$ cat config.mk
export PLATFORM = sky130hd
export DESIGN_NAME = imu_frame_receiver_core_flat
export DESIGN_NICKNAME = d
export VERILOG_FILES = /design/src/design/imufr_pkg.sv /design/src/design/imufr_if.sv /design/src/design/imufr_framer.sv /design/src/design/imu_frame_receiver_core.sv /design/src/flat_wrapper.sv
export SDC_FILE = /design/constraint.sdc
export NUM_CORES = 2
export LEC_CHECK = 0
export BUFFER_PORTS_ARGS = -buffer_cell sky130_fd_sc_hd__buf_2
export CELL_PAD_IN_SITES_DETAIL_PLACEMENT = 0
export CELL_PAD_IN_SITES_GLOBAL_PLACEMENT = 2
export CORE_MARGIN = 5
export CORE_UTILIZATION = 45
export CTS_BUF_LIST = sky130_fd_sc_hd__clkbuf_2
export DETAILED_ROUTE_END_ITERATION = 7
export GPL_TIMING_DRIVEN = 0
export HOLD_SLACK_MARGIN = 0.03
export PLACE_DENSITY_LB_ADDON = 0.12
export REMOVE_ABC_BUFFERS = 1
export SYNTH_ARGS = -nofsm -noshare
export SYNTH_HDL_FRONTEND = slang
export SYNTH_SLANG_ARGS = --single-unit
$ cat constraint.sdc
create_clock -name i_clk -period 20.2 [get_ports i_clk]
set_input_delay 1.01 -clock i_clk [delete_from_list [all_inputs] [get_ports i_clk]]
set_output_delay 1.01 -clock i_clk [all_outputs]
set_load 0.02 [all_outputs]
$ cat src/design/imufr_pkg.sv
package imufr_pkg;

    localparam int PAYLOAD_BYTES = 8;
    localparam int FRAME_BYTES   = PAYLOAD_BYTES + 3;
    localparam int POS_W         = $clog2(FRAME_BYTES + 1);
    localparam int PIDX_W        = $clog2(PAYLOAD_BYTES);
    localparam int PAYLOAD_W     = 8 * PAYLOAD_BYTES;
    localparam int SCALE_W       = 11;
    localparam int SCALED_W      = 27;
    localparam int YEAR_W        = 12;

    localparam logic [7:0] ID_FIRST = 8'h50;
    localparam logic [7:0] ID_LAST  = 8'h5A;

    localparam logic [3:0] KIND_ACCEL = 4'd1;
    localparam logic [3:0] KIND_GYRO  = 4'd2;
    localparam logic [3:0] KIND_ANGLE = 4'd3;

    localparam logic CFG_ACCEL_RANGE = 1'b0;
    localparam logic CFG_GYRO_RANGE  = 1'b1;

    localparam logic [SCALE_W-1:0]  ANGLE_FULL_SCALE = SCALE_W'(180);
    localparam logic [YEAR_W-1:0]   YEAR_BASE        = YEAR_W'(2000);

    typedef struct packed {
        logic [1:0] accel_range_sel;
        logic [1:0] gyro_range_sel;
    } t_cfg;

    typedef struct packed {
        logic                 valid;
        logic [3:0]           kind;
        logic [PAYLOAD_W-1:0] payload;
        logic [SCALE_W-1:0]   scale;
    } t_frame;

    function automatic logic [SCALE_W-1:0] accel_scale(input logic [1:0] sel);
        logic [SCALE_W-1:0] s;
        unique case (sel)
            2'd0:    s = SCALE_W'(2);
            2'd1:    s = SCALE_W'(4);
            2'd2:    s = SCALE_W'(8);
            default: s = SCALE_W'(16);
        endcase
        return s;
    endfunction

    function automatic logic [SCALE_W-1:0] gyro_scale(input logic [1:0] sel);
        logic [SCALE_W-1:0] s;
        unique case (sel)
            2'd0:    s = SCALE_W'(250);
            2'd1:    s = SCALE_W'(500);
            2'd2:    s = SCALE_W'(1000);
            default: s = SCALE_W'(2000);
        endcase
        return s;
    endfunction

endpackage

$ cat src/design/imufr_if.sv
interface imufr_in_if;
    logic       valid;
    logic       ready;
    logic [7:0] rx_byte;
    logic       restart;

    modport source (output valid, output rx_byte, output restart, input ready);
    modport sink   (input valid, input rx_byte, input restart, output ready);
endinterface

interface imufr_out_if;
    logic               valid;
    logic               ready;
    logic        [3:0]  frame_kind;
    logic signed [15:0] word0;
    logic signed [15:0] word1;
    logic signed [15:0] word2;
    logic signed [15:0] word3;
    logic signed [31:0] long_lo;
    logic signed [31:0] long_hi;
    logic signed [26:0] scaled_x;
    logic signed [26:0] scaled_y;
    logic signed [26:0] scaled_z;
    logic        [11:0] year;

    modport source (output valid, output frame_kind, output word0, output word1,
                    output word2, output word3, output long_lo, output long_hi,
                    output scaled_x, output scaled_y, output scaled_z, output year,
                    input ready);
    modport sink   (input valid, input frame_kind, input word0, input word1,
                    input word2, input word3, input long_lo, input long_hi,
                    input scaled_x, input scaled_y, input scaled_z, input year,
                    output ready);
endinterface

$ cat src/design/imufr_framer.sv
module imufr_framer import imufr_pkg::*; (
    input  logic       i_clk,
    input  logic       i_rst_n,
    input  logic       i_valid,
    input  logic [7:0] i_rx_byte,
    input  logic       i_restart,
    input  t_cfg       i_cfg,
    input  logic       i_take,
    output logic       o_ready,
    output t_frame     o_frame
);

    logic [POS_W-1:0] r_pos, n_pos;
    logic [7:0]       r_sum, n_sum;
    logic [7:0]       r_id;
    logic [7:0]       r_payload [PAYLOAD_BYTES];

    logic                 r_frame_valid;
    logic [3:0]           r_frame_kind;
    logic [PAYLOAD_W-1:0] r_frame_payload;
    logic [SCALE_W-1:0]   r_frame_scale;

    logic [POS_W-1:0]  pos;
    logic [PIDX_W-1:0] pidx;
    logic              beat;
    logic              is_check;
    logic              good;
    logic [3:0]        kind;
    logic [SCALE_W-1:0] scale;
    logic [PAYLOAD_W-1:0] packed_payload;

    assign o_ready = !r_frame_valid || i_take;
    assign beat    = i_valid && o_ready;
    assign o_frame = {r_frame_valid, r_frame_kind, r_frame_payload, r_frame_scale};

    always_comb begin
        pos = i_restart ? '0 : r_pos;
        if (pos >= POS_W'(FRAME_BYTES)) begin
            pos = '0;
        end
        is_check = (pos == POS_W'(FRAME_BYTES - 1));
        pidx     = PIDX_W'(pos - POS_W'(2));
        n_sum    = (pos == '0) ? i_rx_byte : r_sum + i_rx_byte;
        n_pos    = is_check ? '0 : pos + POS_W'(1);
        good     = (i_rx_byte == r_sum) && (r_id >= ID_FIRST) && (r_id <= ID_LAST);
        kind     = 4'(r_id - ID_FIRST);
        priority if (kind == KIND_ACCEL) begin
            scale = accel_scale(i_cfg.accel_range_sel);
        end else if (kind == KIND_GYRO) begin
            scale = gyro_scale(i_cfg.gyro_range_sel);
        end else if (kind == KIND_ANGLE) begin
            scale = ANGLE_FULL_SCALE;
        end else begin
            scale = '0;
        end
        for (int i = 0; i < PAYLOAD_BYTES; i++) begin
            packed_payload[8*i +: 8] = r_payload[i];
        end
    end

    always_ff @(posedge i_clk) begin
        if (!i_rst_n) begin
            r_pos         <= '0;
            r_sum         <= '0;
            r_frame_valid <= 1'b0;
        end else begin
            if (i_take) begin
                r_frame_valid <= 1'b0;
            end
            if (beat) begin
                r_pos <= n_pos;
                if (!is_check) begin
                    r_sum <= n_sum;
                end
                if (is_check && good) begin
                    r_frame_valid <= 1'b1;
                end
            end
        end
    end

    // payload side, no reset
    always_ff @(posedge i_clk) begin
        if (beat) begin
            if (pos == POS_W'(1)) begin
                r_id <= i_rx_byte;
            end else if (pos >= POS_W'(2) && !is_check) begin
                r_payload[pidx] <= i_rx_byte;
            end
            if (is_check) begin
                r_frame_kind    <= kind;
                r_frame_payload <= packed_payload;
                r_frame_scale   <= scale;
            end
        end
    end

endmodule

$ cat src/design/imu_frame_receiver_core.sv
// imu_frame_receiver_core: parser for 11-byte imu frames with a sum checksum
// i_in carries one serial byte per beat with a restart flag that forces the
// byte to be frame byte 0; o_out carries one decoded result per good frame
// with id 0x50..0x5a: kind, four signed words, two signed longs, the year
// and three axes scaled by full scale with 15 fraction bits
// range selects are written on i_cfg_we/i_cfg_idx/i_cfg_data (0 accel, 1 gyro)
// one byte is taken per cycle while i_in.ready is high; the result of a good
// frame passes first through the frame register of the framer, then through
// the output register behind the scaling multipliers
// the frame register and the output register each hold one result, so bytes
// keep flowing while a result waits; when both are full, i_in.ready drops
// until o_out.ready takes the waiting result
// reset clears the byte position, the running sum, both valid flags and sets
// the ranges to 16 g and 2000 deg/s; a partial frame is simply dropped
module imu_frame_receiver_core import imufr_pkg::*; (
    input  logic        i_clk,
    input  logic        i_rst_n,
    imufr_in_if.sink    i_in,
    imufr_out_if.source o_out,
    input  logic        i_cfg_we,
    input  logic        i_cfg_idx,
    input  logic [1:0]  i_cfg_data
);

    t_cfg   r_cfg;
    t_frame frame;
    logic   take;

    logic r_o_valid;
    logic [3:0]          r_kind;
    logic [PAYLOAD_W-1:0] r_payload;
    logic signed [SCALED_W-1:0] r_sx, r_sy, r_sz;
    logic [YEAR_W-1:0]   r_year;

    logic signed [SCALE_W:0]        scale_s;
    logic signed [SCALE_W+16:0]     prod_x, prod_y, prod_z;

    always_ff @(posedge i_clk) begin
        if (!i_rst_n) begin
            r_cfg.accel_range_sel <= 2'd3;
            r_cfg.gyro_range_sel  <= 2'd3;
        end else if (i_cfg_we) begin
            unique case (i_cfg_idx)
                CFG_ACCEL_RANGE: r_cfg.accel_range_sel <= i_cfg_data;
                CFG_GYRO_RANGE:  r_cfg.gyro_range_sel  <= i_cfg_data;
            endcase
        end
    end

    assign take = !r_o_valid || o_out.ready;

    imufr_framer u_framer (
        .i_clk     (i_clk),
        .i_rst_n   (i_rst_n),
        .i_valid   (i_in.valid),
        .i_rx_byte (i_in.rx_byte),
        .i_restart (i_in.restart),
        .i_cfg     (r_cfg),
        .i_take    (take),
        .o_ready   (i_in.ready),
        .o_frame   (frame)
    );

    always_comb begin
        scale_s = $signed({1'b0, frame.scale});
        prod_x  = $signed(frame.payload[15:0])  * scale_s;
        prod_y  = $signed(frame.payload[31:16]) * scale_s;
        prod_z  = $signed(frame.payload[47:32]) * scale_s;
    end

    always_ff @(posedge i_clk) begin
        if (!i_rst_n) begin
            r_o_valid <= 1'b0;
        end else if (take) begin
            r_o_valid <= frame.valid;
        end
    end

    always_ff @(posedge i_clk) begin
        if (take && frame.valid) begin
            r_kind    <= frame.kind;
            r_payload <= frame.payload;
            r_sx      <= prod_x[SCALED_W-1:0];
            r_sy      <= prod_y[SCALED_W-1:0];
            r_sz      <= prod_z[SCALED_W-1:0];
            r_year    <= YEAR_BASE + YEAR_W'(frame.payload[7:0]);
        end
    end

    assign o_out.valid      = r_o_valid;
    assign o_out.frame_kind = r_kind;
    assign o_out.word0      = r_payload[15:0];
    assign o_out.word1      = r_payload[31:16];
    assign o_out.word2      = r_payload[47:32];
    assign o_out.word3      = r_payload[63:48];
    assign o_out.long_lo    = r_payload[31:0];
    assign o_out.long_hi    = r_payload[63:32];
    assign o_out.scaled_x   = r_sx;
    assign o_out.scaled_y   = r_sy;
    assign o_out.scaled_z   = r_sz;
    assign o_out.year       = r_year;

endmodule
$ cat src/flat_wrapper.sv
// flat-port wrapper written by rule: the top's interface ports become plain ports
module imu_frame_receiver_core_flat import imufr_pkg::*;
  (i_clk, i_rst_n, i_cfg_we, i_cfg_idx, i_cfg_data, i_in_valid, i_in_rx_byte, i_in_restart, i_in_ready, o_out_valid, o_out_frame_kind, o_out_word0, o_out_word1, o_out_word2, o_out_word3, o_out_long_lo, o_out_long_hi, o_out_scaled_x, o_out_scaled_y, o_out_scaled_z, o_out_year, o_out_ready);
  imufr_in_if i_in_i ();
  imufr_out_if o_out_i ();
  input  logic i_clk;
  input  logic i_rst_n;
  input  logic i_cfg_we;
  input  logic i_cfg_idx;
  input  logic [1:0] i_cfg_data;
  input wire logic [$bits(i_in_i.valid)-1:0] i_in_valid;
  input wire logic [$bits(i_in_i.rx_byte)-1:0] i_in_rx_byte;
  input wire logic [$bits(i_in_i.restart)-1:0] i_in_restart;
  output wire logic [$bits(i_in_i.ready)-1:0] i_in_ready;
  output wire logic [$bits(o_out_i.valid)-1:0] o_out_valid;
  output wire logic [$bits(o_out_i.frame_kind)-1:0] o_out_frame_kind;
  output wire logic [$bits(o_out_i.word0)-1:0] o_out_word0;
  output wire logic [$bits(o_out_i.word1)-1:0] o_out_word1;
  output wire logic [$bits(o_out_i.word2)-1:0] o_out_word2;
  output wire logic [$bits(o_out_i.word3)-1:0] o_out_word3;
  output wire logic [$bits(o_out_i.long_lo)-1:0] o_out_long_lo;
  output wire logic [$bits(o_out_i.long_hi)-1:0] o_out_long_hi;
  output wire logic [$bits(o_out_i.scaled_x)-1:0] o_out_scaled_x;
  output wire logic [$bits(o_out_i.scaled_y)-1:0] o_out_scaled_y;
  output wire logic [$bits(o_out_i.scaled_z)-1:0] o_out_scaled_z;
  output wire logic [$bits(o_out_i.year)-1:0] o_out_year;
  input wire logic [$bits(o_out_i.ready)-1:0] o_out_ready;
  assign i_in_i.valid = i_in_valid;
  assign i_in_i.rx_byte = i_in_rx_byte;
  assign i_in_i.restart = i_in_restart;
  assign i_in_ready = i_in_i.ready;
  assign o_out_valid = o_out_i.valid;
  assign o_out_frame_kind = o_out_i.frame_kind;
  assign o_out_word0 = o_out_i.word0;
  assign o_out_word1 = o_out_i.word1;
  assign o_out_word2 = o_out_i.word2;
  assign o_out_word3 = o_out_i.word3;
  assign o_out_long_lo = o_out_i.long_lo;
  assign o_out_long_hi = o_out_i.long_hi;
  assign o_out_scaled_x = o_out_i.scaled_x;
  assign o_out_scaled_y = o_out_i.scaled_y;
  assign o_out_scaled_z = o_out_i.scaled_z;
  assign o_out_year = o_out_i.year;
  assign o_out_i.ready = o_out_ready;
  imu_frame_receiver_core u_core (.i_clk(i_clk), .i_rst_n(i_rst_n), .i_in(i_in_i), .o_out(o_out_i), .i_cfg_we(i_cfg_we), .i_cfg_idx(i_cfg_idx), .i_cfg_data(i_cfg_data));
endmodule
==> impl_metrics.yaml <==
outcome:
  status: "complete, no violations"
setup_path:
  cp.arrival_ns: 7.24
  crit_chain: "buf_16 -> buf_8 -> and2_1 -> fa_1 -> inv_1 -> fa_1 -> inv_1 -> fa_1 -> fa_1 -> inv_1 -> fa_1 -> inv_1 -> ha_1 -> a2111o_1 -> a211oi_2 -> o31ai_1 -> a41o_1 -> a211o_1 -> a21oi_2 -> xnor2_1"
  path_common_cell: "fa_1"
  max_stage_delay_ns: 0.76
  end_kind: "flip-flop"
  worstPathMaxFanout: 18
  crit_type: "flip-flop to flip-flop"
  critPathLaunchType: "flip-flop"
  worstPathRequired_ns: 20.97
  crit_slowest_cell: "edfxtp_1"
clocking:
  htree_levels: 3
  cts_hold_buf: 0
  cts_setup_buffers: 0
  clock_latency_ns: 1.04
  numCtsBuffers: 86
  cts_sinks: 321
  cts_root_buffer: "clkbuf_2"
  clk_pin_slew_worst_paths_ns: 0.11
  clockBufferDepth: 3
  cts_tree: "yes"
  cts_resized: 0
min_path:
  hold_path_class: "primary input to flip-flop"
grt:
  grt_max_degree: 37
  antenna_found_initial: 6
  grt_pass1_wl_um: 106700
  grt_overflow_total: 0
  grt_pass1_vias: 20420
  grt_usage_pct: 18.77
sta:
  slew_headroom_pct: 8.937
  setup_tns_ns: 0
  rsz0062_at_grt: "false"
  fin_crit_sh_pct: 32.05
  fin_worst_skew_ns: 0.07735
  tightest_slew_ns: 1.356
  fmax_mhz: 154.5
  finalHoldViolCount: 0
  period_needed_ns: 6.474
  slew_violations: 0
  final-setup-viol-count: 0
placement:
  placed_area_um2: 31460
  placed_cells_incl_taps: 3656
  dpl.hpwl_um: 49780
  place.gp.congestion: 0.7951
  port_buffers: 240
yosys:
  synth_flop_cell: "edfxtp_1"
  synth_seq_cells: 321
  netlist_instances: 2709
  synth-edff-count: 303
  yosys-top-cells-area: "edfxtp_1, fa_1, ha_1"
  ys_warn_count: 0
  synth_area_um2: 29470
  synth_seq_area_share_pct: 32.10
  synth_top_area_share_pct: 30.88
  synth_top_cell_by_area: "edfxtp_1"
  syn_area_per_cell_um2: 10.88
  async_flop_share_pct: 0
  synthDistinctLibCells: 62
drt:
  wire_per_inst_um: 16.86
  wl_um: 64280
  drt-pass1-iter-count: 5
  drc: 0
  drtIter0Drc: 785
  num_vias: 18520
  vias_per_cell: 4.858
  detail-route-antenna-nets: 0
power_and_ir_drop:
  switchingPower_mw: 0.3101
  ir_drop_uv: 33.70
  p_int_mw: 0.9175
  sw_frac_of_total_pct: 25.26
  power_frac_seq_pct: 59.0
  combPwrFrac_pct: 2.2
  pwr-share-clk_pct: 38.8
  powerDensity_nw_per_um2: 38.04
  p_leak_nw: 15.04
final_layout:
  design_area_um2: 32270
  fillers: 6086
  nets: 3556
  final_core_util_pct: 49.88
  final_cells: 3812
  layout-drive-gt1-share_pct: 14.21
  syn_to_final_growth_pct: 9.502
floorplanning:
  coreArea_um2: 64700
  dieWidth_um: 265.9
  die_h_um: 265.9
  start_util_pct: 45.55
  die_area_um2: 70700
  ios: 244
  fp-row-count: 93
run:
  drv_cap: 0
-- placed cells by master (no fill, tap or decap), types with 56 or more instances in the layout --
| cell | n |
|---|---|
| a21oi_1 | 56 |
| and2_1 | 271 |
| buf_2 | 240 |
| clkbuf_2 | 117 |
| edfxtp_1 | 303 |
| fa_1 | 427 |
| ha_1 | 222 |
| inv_1 | 605 |
| nand2_1 | 267 |
| xnor2_1 | 64 |
-- routing by layer --
metal  GRT usage, %  wire length, um
met5              0               49
met4          5.106             1201
met3          3.094             2748
met2          32.47            32360
met1          24.70            27920
-- kinds of logic (layout without fill, tap and decap cells) --
family                   Yosys count  after routing  share of synthesized area (%)
AO/OA/AOI/OAI                    191            191                          4.276
XOR/XNOR                          81             81                          2.407
adder cells (fa/ha/maj)          649            649                          38.43
buffers and inverters            783           1027                          10.90
flip-flops                       321            321                          32.10
multiplexers                       8              8                         0.2717
other                              1              5                        0.01273
AND/OR/NAND/NOR                  675            675                          11.60
-- cell type report --
cell class                 count  area [um^2]  area share, %
tap                          855         1070          3.315
clock inverter                36        212.7         0.6592
sequential                   321         9459          29.31
multi-input combinational   1607        16850          52.21
inverter                     605         2271          7.038
timing repair buffer         269         1819          5.638
clock buffer                 117        585.6          1.815
antenna                        2        5.005        0.01551
-- critical path, delay by kind of cell (launching register included) --
kind | cells | cell delay (ns)
adder cells (fa/ha/maj) | 6 | 2.85
AO/OA/AOI/OAI | 6 | 1.69
flip-flops | 1 | 0.76
buffers and inverters | 6 | 0.67
AND/OR/NAND/NOR | 1 | 0.16
XOR/XNOR | 1 | 0.08
-- state kept, by name, summed over array words and instances (netlist names) --
name,flops
u_core.u_framer.r_frame_valid,1
u_core.o_out.year,11
u_core.r_cfg,4
u_core.o_out.scaled_y,26
u_core.u_framer.r_id,8
u_core.u_framer.r_sum,8
u_core.u_framer.r_frame_scale,10
u_core.o_out.scaled_x,26
u_core.u_framer.r_frame_payload,64
u_core.u_framer.r_frame_kind,4
u_core.r_payload,60
u_core.o_out.valid,1
u_core.o_out.frame_kind,4
u_core.u_framer.r_payload,64
u_core.u_framer.r_pos,4
u_core.o_out.scaled_z,26
-- cell usage after synthesis (all sizes together) (3+ instances only) --
cell type / instances
xnor2: 64
a21o: 17
nand3b: 6
fa: 427
nor3: 20
nor2: 49
a22oi: 4
buf: 75
o21bai: 9
mux2i: 8
nand3: 16
edfxtp: 303
inv: 605
or3b: 3
o21ai: 33
clkbuf: 103
o211ai: 4
ha: 222
nand2: 267
a211oi: 15
o21a: 17
nor4b: 3
dfxtp: 18
xor2: 17
or3: 4
and3: 4
nand2b: 9
nor4: 5
a31oi: 6
nor2b: 13
a21oi: 57
o31ai: 5
and2: 271
-- path summary, 6_finish.rpt --
kind | start | endpoint | slack (ns) | depth (start not counted)
worst max register to register | u_core.u_framer.r_frame_scale[6]$_SDFFCE_PP0P_ | u_core.o_out.scaled_z[26]$_DFFE_PP_ | 13.73 | 20
worst min-delay path | i_cfg_data[0] | u_core.r_cfg[2]$_SDFFE_PN1P_ | 0.25 | 3
worst min register to register | u_core.u_framer.r_payload[2][5]$_DFFE_PP_ | u_core.u_framer.r_frame_payload[21]$_DFFE_PP_ | 0.39 | 0
worst max-delay path | u_core.u_framer.r_frame_scale[6]$_SDFFCE_PP0P_ | u_core.o_out.scaled_z[26]$_DFFE_PP_ | 13.73 | 20
-- power groups by stage --
stage,registers [mW],clock network (mW),logic [mW]
2_1_floorplan,0.738,0,0.0163
3_3_place_gp,0.739,0,0.0258
3_5_place_dp,0.739,0,0.0271
4_1_cts,0.724,0.507,0.0273
5_1_grt,0.725,0.541,0.0302
6_report,0.724,0.476,0.0271
-- stage by stage --
stage          worst slack (ns)  hold slack (ns)  power (mW)
6_report                  13.73           0.2533       1.228
3_3_place_gp              8.394           0.4015      0.7648
4_1_cts                   13.70          0.08067       1.258
2_1_floorplan             11.68           0.4003      0.7547
3_5_place_dp              13.72           0.4045      0.7664
5_1_grt                   13.41           0.1598       1.296
No activity file was read; power rests on OpenSTA's default activity.
